File: src/hdl/assert_macros.svh
// Assertion macros shared by the RTL of the cache tag block.
// Simulation gets concurrent checks; synthesis gets empty bodies.
`ifndef ASSERT_MACROS_SVH
`define ASSERT_MACROS_SVH
`ifndef SYNTHESIS
`define ASSERT_IMPL(lbl, prop) \
  lbl: assert property (@(posedge clk_i) disable iff (!rst_ni) (prop)) else $error("%m failed");
`define ASSERT_NEVER(lbl, prop) \
  lbl: assert property (@(posedge clk_i) disable iff (!rst_ni) !(prop)) else $error("%m failed");
`else
`define ASSERT_IMPL(lbl, prop)
`define ASSERT_NEVER(lbl, prop)
`endif
`endif

File: src/hdl/sactp_pkg.sv
// Package of the cache tag block: geometry constants, command codes, queue entry type.
// Used by every module of the block; depends on nothing.
`timescale 1ns / 1ps
`default_nettype none
package sactp_pkg;
  localparam int unsigned Ways      = 4;
  localparam int unsigned Sets      = 64;
  localparam int unsigned LineBytes = 32;
  localparam int unsigned Lines     = Ways * Sets;
  localparam int unsigned WayW      = (Ways > 1) ? $clog2(Ways) : 1;
  localparam int unsigned SetW      = (Sets > 1) ? $clog2(Sets) : 1;
  localparam int unsigned LineW     = $clog2(Lines);
  localparam int unsigned LbW       = $clog2(LineBytes);
  localparam int unsigned TagW      = 32 - LbW;
  localparam logic [15:0] LfsrReset = 16'hFFFF;

  typedef enum logic [1:0] {
    CMD_PREPARE = 2'd0,
    CMD_ACCESS  = 2'd1,
    CMD_FILL    = 2'd2,
    CMD_INVAL   = 2'd3
  } cmd_e;

  localparam logic CFG_RANDOM = 1'b0;
  localparam logic CFG_BANK   = 1'b1;

  // Classified request handed from front to back
  typedef struct packed {
    cmd_e             cmd;
    logic [SetW-1:0]  set;
    logic [WayW-1:0]  way;
    logic             in_range;
    logic [TagW-1:0]  tag;
    logic             is_write;
    logic             fill_dirty;
    logic             random;
    logic [7:0]       index;
  } req_t;
endpackage
`default_nettype wire

File: src/hdl/sactp_front.sv
// Front end: decodes a request and computes its set, way and tag.
// Depends on sactp_pkg.
`timescale 1ns / 1ps
`default_nettype none
module sactp_front (
  input  wire logic [1:0]         cmd_i,
  input  wire logic [31:0]        address_i,
  input  wire logic [7:0]         line_index_i,
  input  wire logic               is_write_i,
  input  wire logic               fill_dirty_i,
  input  wire logic               random_mode_i,
  input  wire logic [2:0]         bank_select_bits_i,
  output sactp_pkg::req_t         req_o
);
  logic [31:0] shifted;

  // Classify the request
  always_comb begin
    shifted             = address_i >> (sactp_pkg::LbW + 32'(bank_select_bits_i));
    req_o.cmd           = sactp_pkg::cmd_e'(cmd_i);
    req_o.set           = (cmd_i == sactp_pkg::CMD_PREPARE) ? shifted[sactp_pkg::SetW-1:0]
                        : line_index_i[sactp_pkg::LineW-1:sactp_pkg::WayW];
    req_o.way           = line_index_i[sactp_pkg::WayW-1:0];
    req_o.in_range      = 32'(line_index_i) < sactp_pkg::Lines;
    req_o.tag           = address_i[31:sactp_pkg::LbW];
    req_o.is_write      = is_write_i;
    req_o.fill_dirty    = fill_dirty_i;
    req_o.random        = random_mode_i;
    req_o.index         = line_index_i;
  end
endmodule
`default_nettype wire

File: config.mk
export PLATFORM = sky130hd
export DESIGN_NAME = sactp_front
export DESIGN_NICKNAME = d
export VERILOG_FILES = /design/src/hdl/assert_macros.svh /design/src/hdl/sactp_pkg.sv /design/src/hdl/sactp_front.sv
export SDC_FILE = /design/constraint.sdc
export NUM_CORES = 1
export LEC_CHECK = 0
export BUFFER_PORTS_ARGS = -buffer_cell sky130_fd_sc_hd__buf_2
export CELL_PAD_IN_SITES_DETAIL_PLACEMENT = 1
export CELL_PAD_IN_SITES_GLOBAL_PLACEMENT = 2
export CORE_MARGIN = 4
export CORE_UTILIZATION = 15
export DETAILED_ROUTE_END_ITERATION = 12
export PLACE_DENSITY = 0.84
export SETUP_SLACK_MARGIN = 0.05
export SLEW_MARGIN = 20
export SYNTH_ARGS = -nofsm -noshare
export SYNTH_HDL_FRONTEND = slang
export SYNTH_SLANG_ARGS = --single-unit
File: constraint.sdc
create_clock -name vclk -period 1.4
set_input_delay 0.07 -clock vclk [all_inputs]
set_output_delay 0.07 -clock vclk [all_outputs]
set_load 0.01 [all_outputs]
### Word-level counts from Yosys, hierarchy flattened

Cells that the tools add are included.
W data, S select, Z words.

| word-level totals | value |
|---|---|
| register bits after elaboration | 0 |
| input port bits | 48 |
| output and inout bits | 49 |
| logic and storage cells | 4 |

| cells by class | value |
|---|---|
| $add $sub $neg | 1 |
| shift-type cells | 1 |
| multiplexer cells | 1 |
| reductions and logical operators | 1 |

Operators by type and width:

| cell | count |
|---|---|
| $shr A32 B4 Y6 | 1 |
| $mux W6 | 1 |
| $add A3 B3 Y4 const A | 1 |
| $logic_not A2 Y1 | 1 |

### Longest topological paths before layout

| logic depth | value |
|---|---|
| depth after elaboration | 3 |
| mapped depth | 5 |
| depth with buffers taken out | 3 |

### Worst setup path before layout

No wires, ideal clock.

| timing path | value |
|---|---|
| path type | in2out |
| start | input bank_select_bits_i[0] |
| end | output req_o[44] (netlist name) |
| data arrival time | 1.094 ns |
| data required time | 1.330 ns |
| path slack | 0.236 ns |
| stages on the path | 5 |
| path buffers | 2 |
| path through | buf_6 -> buf_12 -> mux2i_1 -> mux4_2 -> o21ai_1 |

RTL lines:

| element | line | text |
|---|---|---|
| from (decl) | sactp_front.sv:12 | `input wire logic [2:0] bank_select_bits_i,` |
| to (decl) | sactp_front.sv:13 | `output sactp_pkg::req_t req_o` |

==> impl_metrics.json <==
{
  "grt_pass1_vias": 579,
  "drt_iter0_markers": 4,
  "cp_num_buf_inv": 3,
  "antenna_cells": 0,
  "design.seq.count": 0,
  "drcViolationCount": 0,
  "cellLeakagePower_uw": 0.0003932,
  "syn2layout_area_growth_pct": 0.3216,
  "rsz0062_at_grt": "no",
  "dp_slack_ps": 55.20,
  "hold_start": "address_i[18]",
  "powerDensity_mw_per_mm2": 331.9,
  "synth.distinct_cells": 16,
  "drtPass1Iterations": 3,
  "synthXorXnorAreaFrac_pct": 0,
  "core_mm2": 0.004880,
  "yosysWarnings": 0,
  "synth_top_area_cell": "buf_4",
  "antenna_found_initial": 0,
  "ioPinCount": 97,
  "min_to": "req_o[24]",
  "critPathMaxStageDelay_ps": 480,
  "final_hold_viol_count": 0,
  "drtAntennaViolNets": 0,
  "fillers": 598,
  "regArea_um2": 0,
  "num_rows": 25,
  "wire_per_inst_um": 11.93,
  "overflow": 0,
  "finalWorstSetupSlack_ps": 113.8,
  "peakVddDrop_mv": 0.06345,
  "status": "completed",
  "setup_tns_ps": 0,
  "max_freq_ghz": 0.7775,
  "cp_max_fo": 8,
  "synthCells": 89,
  "die-area_mm2": 0.006405,
  "report.final.setup_viol": 0,
  "crit_required_ps": 1330,
  "finalCritPeriodShare_pct": 91.87,
  "start_util_pct": 15.95,
  "final_area_um2": 780.7,
  "synth_mux_area_share_pct": 37.94,
  "clkbuf_count": 0,
  "synth_compound_area_share_pct": 7.556,
  "synth_fa_ha_area_share_pct": 0,
  "placed_area_um2": 772.0,
  "die_w_um": 80.03,
  "crit_type": "input pin to output pin",
  "cp.arrival_ps": 1220,
  "grt_first_pass_wirelength_um": 2849,
  "wl_um": 1921,
  "hold_depth": 0,
  "vias": 578,
  "yosys.area_share.simple_pct": 6.109,
  "postCtsSetupRepairBufs": 0,
  "slew_viol_final": 0,
  "port_buffers": 51,
  "nets": 144,
  "seq_area_frac_synth_pct": 0,
  "synthesis.nets": 137,
  "synthDominantCellAreaShare_pct": 41.48,
  "syn-cell-area_um2": 778.2,
  "drive_gt1_share_pct": 65.96,
  "synthTopCellsByArea": "buf_4 41%, mux2i_1 21%, mux4_2 17%",
  "path_cells": "buf_4 > buf_12 > mux2i_1 > mux4_2 > o21ai_2 > buf_2",
  "slowest_stage": "mux4_2",
  "synth.most_common_cell": "buf_4",
  "period_needed_ps": 1286,
  "synth_common_cells": "43 x buf_4, 16 x mux2i_1, 6 x mux4_2",
  "cp-start-kind": "input pin",
  "hp-class": "input pin to output pin",
  "die_y_um": 80.03,
  "max_cap_viol_count": 0,
  "cp_top_family": "multiplexers",
  "syn_avg_cell_area_um2": 8.744,
  "synth_top_family_by_area": "buffers and inverters",
  "cp.depth": 6,
  "gp_congestion": 0.6275,
  "grt_max_degree": 13,
  "grt_use_total_pct": 5.393,
  "critPathCaptureType": "output pin",
  "vias_per_cell": 3.590
}
logic make-up after synthesis:
group | count (synthesis)
buffers and inverters | 48
muxes | 22
and+or+nand+nor | 10
AOI/OAI and AO/OA | 8
other | 1
final cells by class:
type,count,area [um2],area share [%]
Multi-Input combinational cell,41,409.1,52.40
Tap cell,67,83.83,10.74
Timing Repair Buffer,53,287.8,36.86
layer usage:
layer | global-route usage (%) | share of wire (%) | vias up
met1 | 6.927 | 40 | 270
met5 | 0 | 0 | -
met3 | 0.5643 | 10 | 2
met2 | 9.768 | 50 | 27
li1 | - | - | 279
met4 | 0.8446 | 0.10 | 0
power by group:
part           switching (uW)  internal, uW  total (uW)
clock                       0             0           0
sequential                  0             0           0
combinational             127           132         259
total                     127           132         259
cell usage in the layout, fill, tap and decap left out:
cell type and count:
o21ai_1 2, clkbuf_4 1, mux2i_1 16, o21ai_2 2, buf_4 2, conb_1 1
nor2b_1 2, nand2b_1 1, buf_12 1, buf_2 49, o221ai_1 2, mux4_2 6
nand2_1 5, nor2_1 1, o22a_1 2, or2_2 1
stage by stage:
stage               power (uW)  std cells  util [%]  hold WS [ps]
finish                   259.1        161     16.00         140.0
global route             287.2        161     16.00         140.0
CTS                      262.4        161     15.82         140.1
detailed placement       262.1        161     15.82         140.1
global placement         257.9        161     15.82         140.1
floorplan                256.2         89         -         231.8
worst max path at each step:
stage,from,endpoint
after global placement,bank_select_bits_i[0],req_o[44]
final,bank_select_bits_i[0],req_o[43]
after CTS,bank_select_bits_i[0],req_o[44]
after floorplan,bank_select_bits_i[0],req_o[44]
after detailed placement,bank_select_bits_i[0],req_o[44]
after global routing,bank_select_bits_i[0],req_o[44]
timing repair:
action,in CTS,in global routing
resized for setup,0,4
hold buffers,0,0
endpoints found under the setup margin,0,6
Note: power is estimated with default switching activity, not from simulation.
