$ cat config.mk
export PLATFORM = sky130hd
export DESIGN_NAME = sactp_queue
export DESIGN_NICKNAME = d
export VERILOG_FILES = /design/src/hdl/assert_macros.svh /design/src/hdl/sactp_pkg.sv /design/src/hdl/sactp_queue.sv
export SDC_FILE = /design/constraint.sdc
export NUM_CORES = 1
export LEC_CHECK = 0
export ABC_AREA = 1
export BUFFER_PORTS_ARGS = -buffer_cell sky130_fd_sc_hd__buf_2
export CAP_MARGIN = 30
export CORE_MARGIN = 2
export CORE_UTILIZATION = 34
export DETAILED_ROUTE_END_ITERATION = 6
export GPL_TIMING_DRIVEN = 0
export PLACE_DENSITY = 0.56
export SETUP_SLACK_MARGIN = 0.3
export SLEW_MARGIN = 0
export SYNTH_ARGS = -nofsm -noshare
export SYNTH_HDL_FRONTEND = slang
export SYNTH_SLANG_ARGS = --single-unit
$ cat constraint.sdc
create_clock -name clk_i -period 3.29 [get_ports clk_i]
set_clock_uncertainty 0.1 [all_clocks]
set_input_delay 0.4935 -clock clk_i [delete_from_list [all_inputs] [get_ports clk_i]]
set_output_delay 0.4935 -clock clk_i [all_outputs]
set_load 0.05 [all_outputs]
$ cat src/hdl/assert_macros.svh
// Assertion macros shared by the RTL of the cache tag block.
// Simulation gets concurrent checks; synthesis gets empty bodies.
`ifndef ASSERT_MACROS_SVH
`define ASSERT_MACROS_SVH
`ifndef SYNTHESIS
`define ASSERT_IMPL(lbl, prop) \
  lbl: assert property (@(posedge clk_i) disable iff (!rst_ni) (prop)) else $error("%m failed");
`define ASSERT_NEVER(lbl, prop) \
  lbl: assert property (@(posedge clk_i) disable iff (!rst_ni) !(prop)) else $error("%m failed");
`else
`define ASSERT_IMPL(lbl, prop)
`define ASSERT_NEVER(lbl, prop)
`endif
`endif

$ cat src/hdl/sactp_pkg.sv
// Package of the cache tag block: geometry constants, command codes, queue entry type.
// Used by every module of the block; depends on nothing.
`timescale 1ns / 1ps
`default_nettype none
package sactp_pkg;
  localparam int unsigned Ways      = 4;
  localparam int unsigned Sets      = 64;
  localparam int unsigned LineBytes = 32;
  localparam int unsigned Lines     = Ways * Sets;
  localparam int unsigned WayW      = (Ways > 1) ? $clog2(Ways) : 1;
  localparam int unsigned SetW      = (Sets > 1) ? $clog2(Sets) : 1;
  localparam int unsigned LineW     = $clog2(Lines);
  localparam int unsigned LbW       = $clog2(LineBytes);
  localparam int unsigned TagW      = 32 - LbW;
  localparam logic [15:0] LfsrReset = 16'hFFFF;

  typedef enum logic [1:0] {
    CMD_PREPARE = 2'd0,
    CMD_ACCESS  = 2'd1,
    CMD_FILL    = 2'd2,
    CMD_INVAL   = 2'd3
  } cmd_e;

  localparam logic CFG_RANDOM = 1'b0;
  localparam logic CFG_BANK   = 1'b1;

  // Classified request handed from front to back
  typedef struct packed {
    cmd_e             cmd;
    logic [SetW-1:0]  set;
    logic [WayW-1:0]  way;
    logic             in_range;
    logic [TagW-1:0]  tag;
    logic             is_write;
    logic             fill_dirty;
    logic             random;
    logic [7:0]       index;
  } req_t;
endpackage
`default_nettype wire

$ cat src/hdl/sactp_queue.sv
// Two-entry request queue between front and back ends.
// Depends on sactp_pkg.
`timescale 1ns / 1ps
`default_nettype none
module sactp_queue (
  input  wire logic       clk_i,
  input  wire logic       rst_ni,
  input  wire logic       push_i,
  input  sactp_pkg::req_t data_i,
  output logic            full_o,
  output logic            empty_o,
  input  wire logic       pop_i,
  output sactp_pkg::req_t data_o
);
  sactp_pkg::req_t mem_q [2];
  logic wp_q, rp_q;
  logic [1:0] cnt_q;

  assign full_o  = cnt_q == 2'd2;
  assign empty_o = cnt_q == 2'd0;
  assign data_o  = mem_q[rp_q];

  // Store the pushed request
  always_ff @(posedge clk_i) begin
    if (push_i) begin
      mem_q[wp_q] <= data_i;
    end
  end

  // Advance pointers and count
  always_ff @(posedge clk_i or negedge rst_ni) begin
    if (!rst_ni) begin
      wp_q  <= 1'b0;
      rp_q  <= 1'b0;
      cnt_q <= 2'd0;
    end else begin
      if (push_i) wp_q <= ~wp_q;
      if (pop_i)  rp_q <= ~rp_q;
      cnt_q <= cnt_q + 2'(push_i) - 2'(pop_i);
    end
  end
endmodule
`default_nettype wire

* After elaboration in Yosys (flattened, before gate mapping) *
Memories as Yosys holds them, arrays and structs flattened.
Index checks and enable logic that the tools add are counted.

storage, ports and cells
  flip-flop bits (word level) = 4
  RAM bits = 98
  memories = 1

memory list
  memory  words  width  rd ports  clocked after memory_dff  write ports  RTL line           text
  mem_q   2      49     1         0                         1            sactp_queue.sv:15  sactp_pkg::req_t mem_q [2];

cells by class
  $add $sub $neg = 2
  equality and inequality tests = 1
  muxes and demuxes = 2
  bitwise operators = 2
  reduce and logical (&&, ||, !) cells = 1

operators with widths
  operator                              count
  adder 2 x 1 -> 2 bit                  1
  == test 2 bit, second input constant  1
  logical NOT 2 bit                     1
  2-to-1 mux 1 bit                      2
  inverter 1 bit                        2
  subtractor 2 x 1 -> 2 bit             1

* Logic depth before layout (Yosys ltp) *
Gate-level depths: netlist of the first run.

  depth in word-level cells = 2
  depth in mapped cells = 7
  gate-level depth less buffers = 7

* Least setup slack after synthesis of the first run *
OpenSTA, ideal clock, no wires.

  path kind = input -> register
  start point = input port push_i
  end point = memory mem_q[0][0] (netlist bit), enable pin
  setup time = 457 ps
  data arrival time = 2,592 ps
  path slack = 141 ps
  cell stages on the path = 2
  path buffers = 0
  path through = inv_1 > nor2_1

between the ends
  longest elaborated chain between the ends = 2

RTL lines
  element                                 RTL line           text
  start, declared                         sactp_queue.sv:8   input wire logic push_i,
  2-to-1 mux 1 bit                        sactp_queue.sv:25  if (push_i) begin
  2-to-1 mux 1 bit (implied by the code)  sactp_queue.sv:26  mem_q[wp_q] <= data_i;
  end, declared                           sactp_queue.sv:15

No other way between the ends.

==> run metrics, run 1 <==
fin crit share around 66%; Remaining Overflow, GRT 0; Yosys warning count 0; Non-Filler Instances between 500 and 600; syn_area_per_cell ~14 um^2; final hold vios 0; CP endpoint kind output port; GPL Wtd Cong about 0.70; Core Footprint 11,320 um^2; Comb power frac between 40% and 50%; Mapped Nets about 340; CP max-delay cell dfrtp_1; status complete, no violations; nets between 400 and 500; Clock Tree Buf Depth 2; critical path start-end classification reg2out; nature of the critical path startpoint register; crit path DAT approximately 1600 ps; post-route DRC violation count 0; worst reg2reg setup slack approximately 1700 ps; Reg-to-Reg End mem_q[1][11]$_DFFE_PP_; first-pass GRT wire length around 12,000 um; most common cell after layout, fill and taps aside buf_2; worst hold slack about 240 ps; initial antenna violation count 0; crit-path most repeated cell buf_2; I/O pin cnt about 100; Clk pin slew, worst setup/hold paths roughly 70 ps; Post-Route WL slightly above 7000 um; Filler cells ~1,100; Peak supply drop between 0.5 and 0.6 mV; Final WS setup 1123 ps; IO Port Bufs just over 100; final setup vio count 0; num rows 39; post_cts resized 0; cell area after placement ~4700 um^2; Inst Count DP between 500 and 600; initial DRC count 84; Final Critical Period 2167 ps; hold depth 1; clock share of power around a fifth; H-tree depth 3; switching share of power 45.10%; CP cell instances buf_6, buf_2, o21ai_0, buf_2; Synth Register Bits a little over 100; hold path startpoint data_i[32]; worst-path fanout max 10; sequential share of power between 30% and 40%; wire length per cell between 10 and 15 um; area grow syn2layout 27.66%; RSZ-0062 raised after global routing no; DIE AREA 12,410 um^2; internal power 2867 uW; post-route cell area about 5000 um^2; CTS tree done; vias per cell 4.276; floorplan die height around 110 um; Hold WC Path Type in2reg; Total GRT Usage about an eighth; Max-slew headroom about 64%; Pre-Repair DR Iteration Count 5; vias in the first global route approximately 2,300; max-cap viol count 0; Max Slew Vio Count 0; sw power 2355 uW; die width 111.4 um; crit-path max cell delay 370 ps; clock sink total slightly above 100; Worst Hold End mem_q[0][32]$_DFFE_PP_; share of cells above drive strength 1 approximately 38%; Post-DRT Antenna Nets 0; Post-Syn Instances between 200 and 300; origin of the critical flop-to-flop path wp_q$_DFFE_PN0P_; Clk Latency, worst-skew pair about 330 ps; CTS root buf clkbuf_16; most frequent cells in the layout buf_2 (109), edfxtp_1 (98), inv_1 (55), nand2_1 (45), o21ai_0 (39); sequential cell area fraction in the yosys report between 70% and 80%; FF-to-FF path depth 3; Antenna Diode Count 0; Via Count roughly 2,300; hpwl dp about 4800 um; P per Cell Area ~1000 nW/um^2; Initial Utilization 34.64%; leakage between 0.002 and 0.0025 uW; Slew @ Worst Pin ~540 ps; Critical Path RT about 2700 ps; CTS buffer count 9; Yosys cell types 16; synthesized area 3921 um^2; Max Clk Rate about 0.46 GHz; maximum number of pins on one net before global-route repair 33; Placement Setup Slack between 1000 and 1500 ps
-- flip-flops by register name, indices dropped and copies added, names as in the netlist --
register / count
mem_q: 98
wp_q: 1
rp_q: 1
cnt_q: 2
-- cell usage after synthesis --
cell	instances	area share, %
dfrtp_1	4	2.6
nand2_2	10	1.6
buf_8	1	0.38
buf_2	6	0.77
edfxtp_1	98	75
inv_1	56	5.4
nand2_1	45	4.3
ha_1	2	0.64
buf_12	1	0.51
nor2_1	3	0.29
clkbuf_4	1	0.19
buf_6	2	0.57
o21ai_2	10	2.2
xor2_1	2	0.45
nand3_1	1	0.13
o21ai_0	39	5.0
-- through the flow --
stage | power [uW] | TNS (ps) | util (%)
2_1_floorplan | 3619 | 0 | -
3_3_place_gp | 4184 | -1636 | 40.79
3_5_place_dp | 4256 | 0 | 41.50
4_1_cts | 5318 | 0 | 44.22
5_1_grt | 5508 | 0 | 44.22
6_report | 5221 | 0 | 44.22
-- per-layer routing --
layer	track usage (%)	up-vias	routed length, um
li1	-	1181	-
met4	4.938	0	132
met5	0	-	0
met3	3.811	8	352
met2	20.98	55	3662
met1	14.08	1095	3005
-- cells by family after synthesis --
group	synth area share [%]
AO/OA/AOI/OAI	7.211
XOR/XNOR	0.4468
AND/OR/NAND/NOR	6.318
buffers and inverters	7.786
adder cells (fa/ha/maj)	0.6381
flip-flops	77.60
-- area by class of cell --
class / count / area (um^2) / area share [%]
inverter: 56 / 210.2 / 4.199
multi-input combinational: 112 / 580.6 / 11.60
timing repair buffer: 107 / 600.6 / 12.00
sequential: 102 / 3043 / 60.78
tap: 143 / 178.9 / 3.574
buffer: 11 / 95.09 / 1.900
clock buffer: 9 / 225.2 / 4.499
clock inverter: 7 / 72.57 / 1.450
-- power by group through the flow --
| stage | clock [uW] | sequential (uW) | combinational [uW] |
|---|---|---|---|
| final | 1050 | 1790 | 2380 |
| after global routing | 1140 | 1810 | 2550 |
| after detailed placement | 0 | 1820 | 2430 |
| after global placement | 0 | 1830 | 2350 |
| after CTS | 1090 | 1790 | 2440 |
| after floorplan | 0 | 1820 | 1800 |
-- worst max-delay path, delay by kind of cell (launching register included) --
family	cells	cell delay, ps
buffers and inverters	3	630
DFF	1	370
AOI/OAI and AO/OA	1	240
-- worst max path at each step --
stage          cells after the start        startpoint                     end
2_1_floorplan                      3  rp_q$_DFFE_PN0P_              data_o[10]
3_3_place_gp                       3            push_i  mem_q[0][39]$_DFFE_PP_
3_5_place_dp                       4            push_i  mem_q[0][38]$_DFFE_PP_
4_1_cts                            4  rp_q$_DFFE_PN0P_              data_o[28]
5_1_grt                            4  rp_q$_DFFE_PN0P_              data_o[24]
6_report                           4  rp_q$_DFFE_PN0P_              data_o[24]
-- what timing repair did --
item                                   CTS  global route
hold buffers                             1             0
setup endpoints to repair                0             0
buffers inserted                         0             0
endpoints found under the hold margin    4             0
Power figures use the tool's default switching activity.
==> run 2: changes to the inputs <==
--- a/config.mk
+++ b/config.mk
@@ -5,14 +5,14 @@
 export SDC_FILE = /design/constraint.sdc
 export NUM_CORES = 1
 export LEC_CHECK = 0
-export ABC_AREA = 1
+export ABC_AREA = 0
 export BUFFER_PORTS_ARGS = -buffer_cell sky130_fd_sc_hd__buf_2
 export CAP_MARGIN = 30
 export CORE_MARGIN = 2
 export CORE_UTILIZATION = 34
 export DETAILED_ROUTE_END_ITERATION = 6
 export GPL_TIMING_DRIVEN = 0
-export PLACE_DENSITY = 0.56
+export PLACE_DENSITY = 0.58
 export SETUP_SLACK_MARGIN = 0.3
 export SLEW_MARGIN = 0
 export SYNTH_ARGS = -nofsm -noshare
==> constraint.sdc (replaced) <==
create_clock -name clk_i -period 1.8 [get_ports clk_i]
set_clock_uncertainty 0.1 [all_clocks]
set_input_delay 0.27 -clock clk_i [delete_from_list [all_inputs] [get_ports clk_i]]
set_output_delay 0.27 -clock clk_i [all_outputs]
set_load 0.05 [all_outputs]
==> run metrics, run 2 <==
status complete, but fails checks; violations in the final reports setup timing; crit-path max cell delay 380 ps (about the same); CP max-delay cell dfrtp_1; CTS buffer count 9 (unchanged); CP cell instances buf_6, buf_12, mux2_4, buf_6; Clock Tree Buf Depth 2 (unchanged); crit path DAT 1480 ps (-90 ps); vias per cell 4.389 (+2.6%); Max Slew Vio Count 0 (unchanged); CTS tree done; Synth Register Bits 102 (unchanged); CP bufs+invs 3 (unchanged); Remaining Overflow, GRT 0 (unchanged); Post-synth ARST share 3.922% (unchanged); sequential cell area fraction in the yosys report 76.33% (-1.3 points); CP endpoint kind output port; wire length per cell 15.66 um (+20%); mux cell area share after synthesis 18.46% (+18 points); clock sink total 102 (unchanged); P per Cell Area 1856 nW/um^2 (+78%); Core Footprint 11,420 um^2 (+0.86%); share of cells above drive strength 1 61.09% (+23 points); Post-Syn Instances 168 (-40%); sum of negative setup slack -2141 ps (-2141 ps); Slew @ Worst Pin 444.1 ps (-100.7 ps); Synth Area in Adders 0.6277% (-0.010 points); first-pass GRT wire length 10,630 um (-7.6%); DIE AREA 12,610 um^2 (+1.6%); initial DRC count 60 (-29%); area grow syn2layout 34.75%; synthesized area 3986 um^2 (+1.7%); Total GRT Usage 11.42% (-0.71 points); RSZ-0062 raised after global routing yes; max-cap viol count 0 (unchanged); final setup vio count 49 (+49); synth cell count leaders edfxtp_1 (98), mux2_4 (49), buf_12 (5); Via Count 1,918 (-18%); Initial Utilization 34.91% (+0.27 points); Final WS setup -54.37 ps (-1178 ps); Mapped Nets 223 (-34%); Pre-Repair DR Iteration Count 4 (-1); Critical Path RT 1430 ps (-1270 ps); Max Clk Rate around 0.54 GHz; Biggest register mem_q; Yosys warning count 0 (unchanged); Top FF cell, synth edfxtp_1; Yosys cell types 12 (-4); GPL Wtd Cong 0.6295 (-9.7%); EDFF count, synth 98 (unchanged); Clk Latency, worst-skew pair 330 ps (about the same); Max-slew headroom 70.33% (+6.7 points); Peak supply drop 1.003 mV (+95%); Compound-Gate Fraction of Synth Area 0% (-7.2 points); nets 344 (-24%); floorplan die height 112.3 um (+0.80%); final hold vios 0 (unchanged); top cells by area, synth edfxtp_1 (74%), mux2_4 (18%), buf_12 (2.5%), dfrtp_1 (2.5%), ha_1 (0.63%); I/O pin cnt 104 (unchanged); most common cell after layout, fill and taps aside edfxtp_1; die width 112.3 um (+0.80%); largest family of logic cells by synthesized area multiplexers; post-route DRC violation count 0 (unchanged); Post-Route WL 6842 um (-4.3%); leakage 0.002175 uW (+1.1%); Yosys top cell area share 73.82% (-1.2 points); crit-path most repeated cell buf_6; fin crit share 103.0%; H-tree depth 3 (unchanged); IO Port Bufs 103 (unchanged); biggest regs mem_q (98), cnt_q (2); critical path start-end classification reg2out; Post-DRT Antenna Nets 0 (unchanged); vias in the first global route 2,059 (-11%); CTS root buf clkbuf_16; Clk pin slew, worst setup/hold paths 60 ps (about the same); Post-Synth XOR/XNOR Area 1.036% (+0.59 points); most frequent cells in the layout edfxtp_1 (98), buf_2 (52), buf_6 (50), mux2_4 (49); worst-path fanout max 10 (unchanged); hpwl dp 4406 um (-8.7%); Hold WC Path Type in2reg; Pwr Total 9970 uW (+91%); Yosys top cell by area edfxtp_1; Top delay family on crit path buffers and inverters; top-count cell post-synth edfxtp_1; nature of the critical path startpoint register; syn_area_per_cell 23.73 um^2 (+70%); Final Critical Period between 1500 and 2000 ps; initial antenna violation count 2 (+2); simple-gate area share of the yosys netlist 0.5650% (-5.8 points); maximum number of pins on one net before global-route repair 27 (-18%); max reg flops 98 (unchanged); num rows 39 (unchanged)
==> run 2: layout make-up <==
type                       instances  area [um^2]
inverter                           2        7.507
tap                              143        178.9
buffer                             6        111.4
timing repair buffer             108        917.1
multi-input combinational         60        855.8
sequential                       102         3043
antenna                            1        2.502
clock buffer                       9        225.2
clock inverter                     6        30.03
fill                             981         6047
==> run 2: final timing paths <==
path / from / cells after the start / to / slack, ps
setup reg to reg: wp_q$_DFFE_PN0P_ / 1 / mem_q[1][29]$_DFFE_PP_ / 380
min in group asynchronous: rst_ni / 2 / wp_q$_DFFE_PN0P_ / 170
max in group asynchronous: rst_ni / 2 / cnt_q[0]$_DFF_PN0_ / 1320
hold reg to reg: cnt_q[1]$_DFF_PN0_ / 1 / cnt_q[1]$_DFF_PN0_ / 520
hold / removal: data_i[45] / 1 / mem_q[1][45]$_DFFE_PP_ / 20
setup / recovery: rp_q$_DFFE_PN0P_ / 4 / data_o[29] / -50
==> run 2: per-stage QoR <==
step | setup slack, ps | area (um^2) | cells | hold slack (ps) | utilization [%]
floorplan | 126.1 | 3995 | 168 | -125.6 | -
finish | -54.37 | 5371 | 437 | 22.48 | 47.04
global placement | -347.0 | 4690 | 414 | -19.31 | 41.07
detailed placement | -12.93 | 4730 | 416 | -19.10 | 41.42
CTS | -84.56 | 5364 | 436 | 5.504 | 46.98
global route | -122.0 | 5369 | 436 | 2.159 | 47.02
==> run 2: power breakdown <==
| group | internal, uW | leakage, uW | total (uW) | switching [uW] |
|---|---|---|---|---|
| logic | 2140 | 0.00108 | 5000 | 2850 |
| clock network | 911 | 0.000126 | 1670 | 761 |
| registers | 3150 | 0.000966 | 3300 | 145 |
| total | 6210 | 0.00217 | 9970 | 3760 |
==> run 2: per-layer routing <==
metal	GRT usage (%)	share of wire, %
met4	5.122	1.4
met2	19.28	51
met3	4.266	6.9
met5	0	0.19
met1	12.98	40
==> run 2: kinds of logic (layout without fill, tap and decap cells) <==
group	Yosys count	after routing
adder cells (fa/ha/maj)	2	2
buffers and inverters	8	131
multiplexers	49	49
AND/OR/NAND/NOR	4	6
flip-flops	102	102
other	0	1
XOR/XNOR	3	3
==> run 2: timing repair <==
item / CTS / global route
setup endpoints to repair: 147 / 51
cloned: 2 / 0
hold endpoints to repair: 4 / 0
hold buffers: 1 / 0
buffers inserted: 2 / 0
resized for setup: 100 / 4
pin swaps: 1 / 0
